--- src/hdl/single_wire_humidity_sensor_decoder_macros.svh ---
// assertion macros for the single-wire humidity sensor decoder
`ifndef SINGLE_WIRE_HUMIDITY_SENSOR_DECODER_MACROS_SVH
`define SINGLE_WIRE_HUMIDITY_SENSOR_DECODER_MACROS_SVH

// same-cycle implication, disabled while reset is low
`define SWHSD_ASSERT_NOW(label, clk, rst_n, ante, cons, msg) \
    label: assert property (@(posedge clk) disable iff (!rst_n) (ante) |-> (cons)) \
        else $error(msg);

// next-cycle implication, disabled while reset is low
`define SWHSD_ASSERT_NEXT(label, clk, rst_n, ante, cons, msg) \
    label: assert property (@(posedge clk) disable iff (!rst_n) (ante) |=> (cons)) \
        else $error(msg);

`endif

--- src/hdl/swhsd_pkg.sv ---
// shared types and constants of the single-wire humidity sensor decoder
package swhsd_pkg;

    localparam int ADDR_W = 4;
    localparam int DATA_W = 32;

    localparam logic [5:0]  FRAME_BITS  = 6'd40;
    localparam logic [15:0] HUM_LIMIT   = 16'd1000;
    localparam logic [14:0] TEMP_LIMIT  = 15'd1250;

    localparam logic [7:0] BIT_THRESHOLD_RST   = 8'd35;
    localparam logic [7:0] TIMEOUT_TICKS_RST   = 8'd100;
    localparam logic [6:0] MAX_TRANSITIONS_RST = 7'd85;
    localparam logic [3:0] FIRST_DATA_RST      = 4'd4;

    typedef enum logic [1:0] {
        REG_BIT_THRESHOLD   = 2'd0,
        REG_TIMEOUT_TICKS   = 2'd1,
        REG_MAX_TRANSITIONS = 2'd2,
        REG_FIRST_DATA      = 2'd3
    } reg_idx_t;

    typedef struct packed {
        logic [7:0] bit_threshold;
        logic [7:0] timeout_ticks;
        logic [6:0] max_transitions;
        logic [3:0] first_data_transition;
    } cfg_t;

    // finished capture handed from the capture stage to the conversion stage
    typedef struct packed {
        logic [39:0] frame;
        logic [5:0]  bits;
        logic        by_timeout;
    } frame_t;

endpackage

--- src/hdl/swhsd_if.sv ---
// stream interfaces for line samples and decoded readings
interface swhsd_in_if;
    logic valid;
    logic ready;
    logic start_req;
    logic line_level;

    modport source (output valid, output start_req, output line_level, input ready);
    modport sink (input valid, input start_req, input line_level, output ready);
endinterface

interface swhsd_out_if;
    logic               valid;
    logic               ready;
    logic               reading_valid;
    logic [11:0]        humidity_tenths;
    logic signed [12:0] temperature_tenths;
    logic [5:0]         bit_count;
    logic               ended_by_timeout;

    modport source (
        output valid, output reading_valid, output humidity_tenths,
        output temperature_tenths, output bit_count, output ended_by_timeout,
        input ready
    );
    modport sink (
        input valid, input reading_valid, input humidity_tenths,
        input temperature_tenths, input bit_count, input ended_by_timeout,
        output ready
    );
endinterface

--- src/hdl/swhsd_regs.sv ---
// apb configuration registers of the decoder
module swhsd_regs (
    input  logic                        clk,
    input  logic                        rst_n,
    input  logic                        psel,
    input  logic                        penable,
    input  logic                        pwrite,
    input  logic [swhsd_pkg::ADDR_W-1:0] paddr,
    input  logic [swhsd_pkg::DATA_W-1:0] pwdata,
    output logic [swhsd_pkg::DATA_W-1:0] prdata,
    output logic                        pready,
    output swhsd_pkg::cfg_t             cfg
);
    import swhsd_pkg::*;

    cfg_t     cfg_reg;
    reg_idx_t idx;
    logic     wr_en;

    assign idx    = reg_idx_t'(paddr[3:2]);
    assign wr_en  = psel && penable && pwrite;
    assign pready = 1'b1;
    assign cfg    = cfg_reg;

    always_ff @(posedge clk or negedge rst_n)
    begin
        if (!rst_n)
        begin
            cfg_reg.bit_threshold         <= BIT_THRESHOLD_RST;
            cfg_reg.timeout_ticks         <= TIMEOUT_TICKS_RST;
            cfg_reg.max_transitions       <= MAX_TRANSITIONS_RST;
            cfg_reg.first_data_transition <= FIRST_DATA_RST;
        end
        else if (wr_en)
        begin
            unique case (idx)
                REG_BIT_THRESHOLD:   cfg_reg.bit_threshold         <= pwdata[7:0];
                REG_TIMEOUT_TICKS:   cfg_reg.timeout_ticks         <= pwdata[7:0];
                REG_MAX_TRANSITIONS: cfg_reg.max_transitions       <= pwdata[6:0];
                REG_FIRST_DATA:      cfg_reg.first_data_transition <= pwdata[3:0];
                default: ;
            endcase
        end
    end

    always_comb
    begin
        unique case (idx)
            REG_BIT_THRESHOLD:   prdata = {24'd0, cfg_reg.bit_threshold};
            REG_TIMEOUT_TICKS:   prdata = {24'd0, cfg_reg.timeout_ticks};
            REG_MAX_TRANSITIONS: prdata = {25'd0, cfg_reg.max_transitions};
            REG_FIRST_DATA:      prdata = {28'd0, cfg_reg.first_data_transition};
            default:             prdata = '0;
        endcase
    end

endmodule

--- src/hdl/swhsd_capture.sv ---
// phase timing, bit capture and frame hand-off register
module swhsd_capture (
    input  logic              clk,
    input  logic              rst_n,
    input  swhsd_pkg::cfg_t   cfg,
    swhsd_in_if.sink          in_ch,
    input  logic              frame_take,
    output logic              frame_valid,
    output swhsd_pkg::frame_t frame
);
    import swhsd_pkg::*;

    logic        cap_reg,     cap_next;
    logic        prev_reg,    prev_next;
    logic [7:0]  len_reg,     len_next;
    logic [6:0]  idx_reg,     idx_next;
    logic [5:0]  bits_reg,    bits_next;
    logic [39:0] shift_reg,   shift_next;
    logic        fvalid_reg,  fvalid_next;
    frame_t      frame_reg,   frame_next;

    logic        accept;
    logic [7:0]  len_inc;
    logic        take_bit;
    logic [39:0] shift_bit;
    logic [5:0]  bits_bit;
    logic [6:0]  idx_inc;

    // a new beat needs the hand-off slot free by the next edge
    assign in_ch.ready = !fvalid_reg || frame_take;
    assign accept      = in_ch.valid && in_ch.ready;
    assign frame_valid = fvalid_reg;
    assign frame       = frame_reg;

    assign len_inc   = (len_reg == 8'hFF) ? len_reg : len_reg + 8'd1;
    assign take_bit  = (idx_reg >= {3'd0, cfg.first_data_transition}) && !idx_reg[0]
                       && (bits_reg < FRAME_BITS);
    assign shift_bit = take_bit ? {shift_reg[38:0], (len_reg > cfg.bit_threshold)}
                                : shift_reg;
    assign bits_bit  = take_bit ? bits_reg + 6'd1 : bits_reg;
    assign idx_inc   = idx_reg + 7'd1;

    always_comb
    begin
        cap_next    = cap_reg;
        prev_next   = prev_reg;
        len_next    = len_reg;
        idx_next    = idx_reg;
        bits_next   = bits_reg;
        shift_next  = shift_reg;
        fvalid_next = fvalid_reg && !frame_take;
        frame_next  = frame_reg;
        if (accept)
        begin
            if (in_ch.start_req)
            begin
                cap_next   = 1'b1;
                prev_next  = 1'b1;
                len_next   = '0;
                idx_next   = '0;
                bits_next  = '0;
                shift_next = '0;
            end
            else if (cap_reg)
            begin
                if (in_ch.line_level == prev_reg)
                begin
                    len_next = len_inc;
                    if (len_inc >= cfg.timeout_ticks)
                    begin
                        cap_next    = 1'b0;
                        fvalid_next = 1'b1;
                        frame_next  = '{frame: shift_reg, bits: bits_reg, by_timeout: 1'b1};
                    end
                end
                else
                begin
                    prev_next  = in_ch.line_level;
                    len_next   = '0;
                    idx_next   = idx_inc;
                    bits_next  = bits_bit;
                    shift_next = shift_bit;
                    if (idx_inc >= cfg.max_transitions)
                    begin
                        cap_next    = 1'b0;
                        fvalid_next = 1'b1;
                        frame_next  = '{frame: shift_bit, bits: bits_bit, by_timeout: 1'b0};
                    end
                end
            end
        end
    end

    always_ff @(posedge clk or negedge rst_n)
    begin
        if (!rst_n)
        begin
            cap_reg    <= 1'b0;
            prev_reg   <= 1'b1;
            len_reg    <= '0;
            idx_reg    <= '0;
            bits_reg   <= '0;
            shift_reg  <= '0;
            fvalid_reg <= 1'b0;
        end
        else
        begin
            cap_reg    <= cap_next;
            prev_reg   <= prev_next;
            len_reg    <= len_next;
            idx_reg    <= idx_next;
            bits_reg   <= bits_next;
            shift_reg  <= shift_next;
            fvalid_reg <= fvalid_next;
        end
    end

    always_ff @(posedge clk)
    begin
        frame_reg <= frame_next;
    end

endmodule

--- src/hdl/swhsd_convert.sv ---
// checksum test, conversion to tenths and output register
module swhsd_convert (
    input  logic              clk,
    input  logic              rst_n,
    input  logic              frame_valid,
    input  swhsd_pkg::frame_t frame,
    output logic              frame_take,
    swhsd_out_if.source       out_ch
);
    import swhsd_pkg::*;

    logic [7:0]         b0, b1, b2, b3, b4;
    logic [7:0]         sum;
    logic               ok;
    logic [15:0]        hum_raw;
    logic [14:0]        temp_raw;
    logic [11:0]        b0_x10, b2_x10;
    logic [11:0]        hum, temp_mag;
    logic [12:0]        temp_pos;
    logic [12:0]        temp;

    logic               out_v_reg,   out_v_next;
    logic               ok_reg;
    logic [11:0]        hum_reg;
    logic [12:0]        temp_reg;
    logic [5:0]         bits_reg;
    logic               tmo_reg;

    assign b0 = frame.frame[39:32];
    assign b1 = frame.frame[31:24];
    assign b2 = frame.frame[23:16];
    assign b3 = frame.frame[15:8];
    assign b4 = frame.frame[7:0];

    assign sum = b0 + b1 + b2 + b3;
    assign ok  = (frame.bits == FRAME_BITS) && (sum == b4);

    // times ten as the sum of two shifted copies
    assign b0_x10 = {1'b0, b0, 3'b000} + {3'b000, b0, 1'b0};
    assign b2_x10 = {1'b0, b2, 3'b000} + {3'b000, b2, 1'b0};

    assign hum_raw  = {b0, b1};
    assign temp_raw = {b2[6:0], b3};
    assign hum      = (hum_raw > HUM_LIMIT) ? b0_x10 : hum_raw[11:0];
    assign temp_mag = (temp_raw > TEMP_LIMIT) ? b2_x10 : temp_raw[11:0];
    assign temp_pos = {1'b0, temp_mag};
    assign temp     = b2[7] ? (13'd0 - temp_pos) : temp_pos;

    assign frame_take = !out_v_reg || out_ch.ready;
    assign out_v_next = frame_take ? frame_valid : out_v_reg;

    always_ff @(posedge clk or negedge rst_n)
    begin
        if (!rst_n)
        begin
            out_v_reg <= 1'b0;
        end
        else
        begin
            out_v_reg <= out_v_next;
        end
    end

    always_ff @(posedge clk)
    begin
        if (frame_take && frame_valid)
        begin
            ok_reg   <= ok;
            hum_reg  <= ok ? hum : 12'd0;
            temp_reg <= ok ? temp : 13'd0;
            bits_reg <= frame.bits;
            tmo_reg  <= frame.by_timeout;
        end
    end

    assign out_ch.valid              = out_v_reg;
    assign out_ch.reading_valid      = ok_reg;
    assign out_ch.humidity_tenths    = hum_reg;
    assign out_ch.temperature_tenths = signed'(temp_reg);
    assign out_ch.bit_count          = bits_reg;
    assign out_ch.ended_by_timeout   = tmo_reg;

endmodule

--- src/hdl/single_wire_humidity_sensor_decoder.sv ---
// top level of the single-wire humidity sensor decoder
//
//   port     dir  role                       beat contents
//   in_ch    in   one line sample per tick   start_req, line_level
//   out_ch   out  one reading per capture    reading_valid, humidity_tenths,
//                                            temperature_tenths, bit_count,
//                                            ended_by_timeout
//   apb      in   configuration registers    bit_threshold, timeout_ticks,
//                                            max_transitions, first_data_transition
//
// one input beat per cycle unless in_ch stalls; a finished capture goes to the hand-off
// register and then the output register; phase timing and bit capture update in the
// accept cycle, conversion sits before the output register
// reset clears the capture state, the hand-off slot and the output valid, registers to defaults
// in_ch stalls only while both the hand-off register and the output register are full and out_ch is not ready
`include "single_wire_humidity_sensor_decoder_macros.svh"

module single_wire_humidity_sensor_decoder (
    input  logic                         clk,
    input  logic                         rst_n,
    input  logic                         psel,
    input  logic                         penable,
    input  logic                         pwrite,
    input  logic [swhsd_pkg::ADDR_W-1:0] paddr,
    input  logic [swhsd_pkg::DATA_W-1:0] pwdata,
    output logic [swhsd_pkg::DATA_W-1:0] prdata,
    output logic                         pready,
    swhsd_in_if.sink                     in_ch,
    swhsd_out_if.source                  out_ch
);
    import swhsd_pkg::*;

    cfg_t   cfg;
    frame_t frame;
    logic   frame_valid;
    logic   frame_take;

    swhsd_regs u_regs (
        .clk     (clk),
        .rst_n   (rst_n),
        .psel    (psel),
        .penable (penable),
        .pwrite  (pwrite),
        .paddr   (paddr),
        .pwdata  (pwdata),
        .prdata  (prdata),
        .pready  (pready),
        .cfg     (cfg)
    );

    swhsd_capture u_capture (
        .clk         (clk),
        .rst_n       (rst_n),
        .cfg         (cfg),
        .in_ch       (in_ch),
        .frame_take  (frame_take),
        .frame_valid (frame_valid),
        .frame       (frame)
    );

    swhsd_convert u_convert (
        .clk         (clk),
        .rst_n       (rst_n),
        .frame_valid (frame_valid),
        .frame       (frame),
        .frame_take  (frame_take),
        .out_ch      (out_ch)
    );

    `SWHSD_ASSERT_NOW(a_bad_reading_zero, clk, rst_n, out_ch.valid && !out_ch.reading_valid, out_ch.humidity_tenths == 12'd0 && out_ch.temperature_tenths == 13'sd0, "invalid reading carries nonzero values")
    `SWHSD_ASSERT_NOW(a_good_full_frame, clk, rst_n, out_ch.valid && out_ch.reading_valid, out_ch.bit_count == FRAME_BITS, "good reading without a full frame")
    `SWHSD_ASSERT_NOW(a_range, clk, rst_n, out_ch.valid, out_ch.humidity_tenths <= 12'd2550 && out_ch.temperature_tenths <= 13'sd2550 && out_ch.temperature_tenths >= -13'sd2550 && out_ch.bit_count <= FRAME_BITS, "reading out of range")
    `SWHSD_ASSERT_NEXT(a_slot_fill, clk, rst_n, frame_valid && !frame_take, frame_valid && !in_ch.ready == !frame_take, "hand-off frame lost while stalled")

endmodule
--- src/flat_wrapper.sv ---
// flat-port wrapper written by rule: the top's interface ports become plain ports
module single_wire_humidity_sensor_decoder_flat import swhsd_pkg::*;
  (clk, rst_n, psel, penable, pwrite, paddr, pwdata, prdata, pready, in_ch_valid, in_ch_start_req, in_ch_line_level, in_ch_ready, out_ch_valid, out_ch_reading_valid, out_ch_humidity_tenths, out_ch_temperature_tenths, out_ch_bit_count, out_ch_ended_by_timeout, out_ch_ready);
  swhsd_in_if in_ch_i ();
  swhsd_out_if out_ch_i ();
  input  logic clk;
  input  logic rst_n;
  input  logic psel;
  input  logic penable;
  input  logic pwrite;
  input  logic [swhsd_pkg::ADDR_W-1:0] paddr;
  input  logic [swhsd_pkg::DATA_W-1:0] pwdata;
  output logic [swhsd_pkg::DATA_W-1:0] prdata;
  output logic pready;
  input wire logic [$bits(in_ch_i.valid)-1:0] in_ch_valid;
  input wire logic [$bits(in_ch_i.start_req)-1:0] in_ch_start_req;
  input wire logic [$bits(in_ch_i.line_level)-1:0] in_ch_line_level;
  output wire logic [$bits(in_ch_i.ready)-1:0] in_ch_ready;
  output wire logic [$bits(out_ch_i.valid)-1:0] out_ch_valid;
  output wire logic [$bits(out_ch_i.reading_valid)-1:0] out_ch_reading_valid;
  output wire logic [$bits(out_ch_i.humidity_tenths)-1:0] out_ch_humidity_tenths;
  output wire logic [$bits(out_ch_i.temperature_tenths)-1:0] out_ch_temperature_tenths;
  output wire logic [$bits(out_ch_i.bit_count)-1:0] out_ch_bit_count;
  output wire logic [$bits(out_ch_i.ended_by_timeout)-1:0] out_ch_ended_by_timeout;
  input wire logic [$bits(out_ch_i.ready)-1:0] out_ch_ready;
  assign in_ch_i.valid = in_ch_valid;
  assign in_ch_i.start_req = in_ch_start_req;
  assign in_ch_i.line_level = in_ch_line_level;
  assign in_ch_ready = in_ch_i.ready;
  assign out_ch_valid = out_ch_i.valid;
  assign out_ch_reading_valid = out_ch_i.reading_valid;
  assign out_ch_humidity_tenths = out_ch_i.humidity_tenths;
  assign out_ch_temperature_tenths = out_ch_i.temperature_tenths;
  assign out_ch_bit_count = out_ch_i.bit_count;
  assign out_ch_ended_by_timeout = out_ch_i.ended_by_timeout;
  assign out_ch_i.ready = out_ch_ready;
  single_wire_humidity_sensor_decoder u_core (.clk(clk), .rst_n(rst_n), .psel(psel), .penable(penable), .pwrite(pwrite), .paddr(paddr), .pwdata(pwdata), .prdata(prdata), .pready(pready), .in_ch(in_ch_i), .out_ch(out_ch_i));
endmodule
--- config.mk ---
export PLATFORM = sky130hd
export DESIGN_NAME = single_wire_humidity_sensor_decoder_flat
export DESIGN_NICKNAME = d
export VERILOG_FILES = /design/src/hdl/swhsd_pkg.sv /design/src/hdl/swhsd_if.sv /design/src/hdl/swhsd_regs.sv /design/src/hdl/swhsd_capture.sv /design/src/hdl/swhsd_convert.sv /design/src/hdl/single_wire_humidity_sensor_decoder.sv /design/src/flat_wrapper.sv
export VERILOG_INCLUDE_DIRS = /design/src /design/src/hdl
export SDC_FILE = /design/constraint.sdc
export NUM_CORES = 1
export LEC_CHECK = 0
export ABC_CLOCK_PERIOD_IN_PS = 5700
export BUFFER_PORTS_ARGS = -buffer_cell sky130_fd_sc_hd__buf_4
export CORE_ASPECT_RATIO = 1.25
export CORE_MARGIN = 2
export CORE_UTILIZATION = 50
export DETAILED_ROUTE_END_ITERATION = 10
export MAX_ROUTING_LAYER = met4
export PLACE_DENSITY = 0.7
export SYNTH_ARGS = -nofsm -noshare
export SYNTH_HDL_FRONTEND = slang
export SYNTH_SLANG_ARGS = --single-unit
--- constraint.sdc ---
create_clock -name clk -period 5.7 [get_ports clk]
set_clock_uncertainty 0.2 [all_clocks]
set_input_delay 0 -clock clk [delete_from_list [all_inputs] [get_ports clk]]
set_output_delay 0 -clock clk [all_outputs]
set_load 0.02 [all_outputs]
==> impl_metrics.csv <==
group,metric,value,unit
global_route,grt_overflow,0,
yosys,synth_seq_cells,172,
setup_path,cp_max_fo,19,
job,max_cap_violations,0,
drt,drtAntennaViolNets,0,
yosys,synth_top_area_share,23.9,%
clock_tree,htreeDepth,4,
clock_tree,cts-root-buf,"clkbuf_16",
setup_path,critical_path_class,"register to register",
floorplanning,start_util,51.4,%
drt,drt-initial-drc-count,502,
power_and_ir_drop,cellPowerDensity,317,mW/mm2
drt,wl_per_cell,16.0,um
clock_tree,clk_latency,440,ps
yosys,synth_top_cell_by_area,"edfxtp_1",
floorplanning,die_x,131,um
floorplanning,core_area,0.0195,mm2
placed_design,portBuffers,61,
floorplanning,dieArea,0.0212,mm2
yosys,synth_cell_types,65,
global_route,grt_pass1_wl,34.0,mm
final_layout,n_antenna_cell,0,
yosys,syn_area_per_cell,10.7,um2
floorplanning,pin_count,113,
drt,drcViolationCount,0,
drt,routed-via-count,7160,
global_route,grt_max_degree,63,
yosys,synth_edf_count,80,
final_layout,nNetsFinal,1127,
setup_path,cp-end-kind,"register",
global_route,antenna_found_initial,0,
global_route,grt_pass1_vias,6999,
power_and_ir_drop,irDropWorstVdd,217,uV
power_and_ir_drop,p_leak,0.00491,uW
clock_tree,cts.path.max_buffers,2,
timing,finalHoldViolCount,0,
final_layout,drive_gt1_share,17.9,%
timing,setup-violations-final,0,
yosys,yosysWarnings,0,
timing,min_period,4590,ps
final_layout,seqCellArea,0.00472,mm2
global_route,grt_usage,21.1,%
yosys,synth_cells,938,
timing,tns,0,ps
clock_tree,clk_pin_slew_worst_paths,70,ps
final_layout,fillers,1650,
setup_path,reg2reg_depth,13,
timing,period_share,80.5,%
clock_tree,cts_tree,"yes",
setup_path,r2r_start,"u_core.u_capture.frame[24]$_DFFE_PP_",
yosys,async_flop_share,53.5,%
clock_tree,clock-sinks,172,
setup_path,arrival,4640,ps
final_layout,multi_input_area,0.00491,mm2
timing,slew_viol_final,0,
final_layout,syn_to_final_growth,15.7,%
clock_tree,cts_buffers,17,
drt,wl,20.7,mm
timing,relSlewSlack,36.5,%
setup_path,crit_required,5750,ps
drt,dr.pass1.iters,5,
status,status,"completed",
hold_path,min_path_cells,4,
yosys,ys_top_cells_by_area,"edfxtp_1, dfrtp_1, ha_1, mux2_2, o21ai_0",
floorplanning,std_cell_rows,57,
placed_design,dp.cells,1233,
drt,vias_per_cell,5.53,
yosys,ys_seq_area_share,47.0,%
hold_path,holdCritPathClass,"input port to register",
timing,whs,147,ps
setup_path,startpoint,"u_core.u_capture.frame[24]$_DFFE_PP_",
timing,max_freq,0.218,GHz
yosys,syn-cell-area,0.0100,mm2
final_layout,fin_cells,1294,
setup_path,cp-start-kind,"register",
placed_design,hpwl,14.2,mm
timing,rsz0062_at_grt,"false",
final_layout,largest_reg_flops,47,
timing,tightest_slew,946,ps
floorplanning,die_h,162,um
clock_tree,cts_setup_buffers,0,
yosys,synth_flop_cell,"edfxtp_1",
hold_path,hp-start,"pwdata[4]",
placed_design,place.gp.congestion,0.846,
final timing paths:
| check | to | slack [ps] |
|---|---|---|
| setup / recovery | u_core.u_convert.out_ch.humidity_tenths[0]$_SDFFCE_PN0P_ | 1110 |
| hold / removal | u_core.u_regs.cfg[8]$_DFFE_PN1P_ | 150 |
| setup reg to reg | u_core.u_convert.out_ch.humidity_tenths[0]$_SDFFCE_PN0P_ | 1110 |
| hold reg to reg | u_core.u_convert.out_ch.ended_by_timeout$_DFFE_PP_ | 230 |
| max in group asynchronous | u_core.u_capture.shift_reg[7]$_DFFE_PN0P_ | 4020 |
| min in group asynchronous | u_core.u_capture.prev_reg$_DFFE_PN1P_ | 530 |
power breakdown:
group	switching (uW)	leakage [uW]	internal (uW)
combinational	512	0.00263	363
clock	512	0.000302	726
sequential	120	0.00198	1450
what timing repair did:
action,CTS,global route
hold endpoints to repair,115,0
hold buffers,29,0
resized for setup,0,0
cells in the mapped netlist, types with 4 or more instances:
| cell | count |
|---|---|
| a211oi_1 | 12 |
| a21o_1 | 10 |
| a21oi_1 | 21 |
| a22o_1 | 6 |
| a22oi_1 | 41 |
| and3_1 | 6 |
| buf_4 | 25 |
| clkbuf_1 | 33 |
| dfrtp_1 | 80 |
| dfstp_2 | 12 |
| edfxtp_1 | 80 |
| fa_1 | 16 |
| ha_1 | 50 |
| inv_1 | 50 |
| mux2_2 | 53 |
| mux2i_1 | 17 |
| mux4_2 | 5 |
| nand2_1 | 94 |
| nand2b_1 | 13 |
| nand3_1 | 17 |
| nand4_1 | 4 |
| nor2_1 | 55 |
| nor2b_1 | 9 |
| nor3_1 | 9 |
| nor3b_1 | 5 |
| nor4_1 | 5 |
| o21a_1 | 6 |
| o21ai_0 | 93 |
| or3_1 | 10 |
| xnor2_1 | 31 |
| xor2_1 | 15 |
cells by family after synthesis:
kind of cell	synth area share [%]
compound gates	14.3
xor+xnor	4.01
simple gates	11.2
mux	8.76
buf+inv	5.23
fa+ha+maj	9.42
flops	47.0
other cells	0.0748
layout make-up:
cell class	count	share of cell area [%]
clock inverter	13	1.53
inverter	50	1.62
timing repair buffer	100	7.17
sequential	172	40.6
tap	265	2.85
multi-input combinational	675	42.3
clock buffer	19	3.91
critical path, cell delays in order, from the launching register on:
cell,delay [ps]
edfxtp_1,590
fa_1,590
inv_1,60
fa_1,490
inv_1,50
ha_1,210
fa_1,470
xnor2_1,170
nand3_1,80
nor4_1,190
nand3_1,110
or4_1,720
buf_4,290
nor3_1,170
through the flow:
step                power [uW]  setup slack, ps  utilization, %  instance area (um2)
floorplan                 2210              970               -                10100
global placement          2420             1160            54.7                10700
detailed placement        2450             1150            54.7                10700
CTS                       3710             1080            59.5                11600
global route              3870              855            59.5                11600
finish                    3690             1110            59.5                11600
metal layers:
layer	up-vias	part of all wire, %	GRT usage, %
met2	161	54	37.5
met3	39	2.8	2.99
met4	0	2.6	8.46
met1	3466	41	23.7
met5	-	0	-
li1	3494	-	-
placed cells by master, fill, tap and decap left out, drive strengths merged, types with 31 or more instances in the layout:
master	instances
xnor2	31
nand2	94
a22oi	41
dfrtp	80
o21ai	93
mux2	53
inv	55
ha	50
buf	72
nor2	55
edfxtp	80
Note: power is estimated with default switching activity, not from simulation.
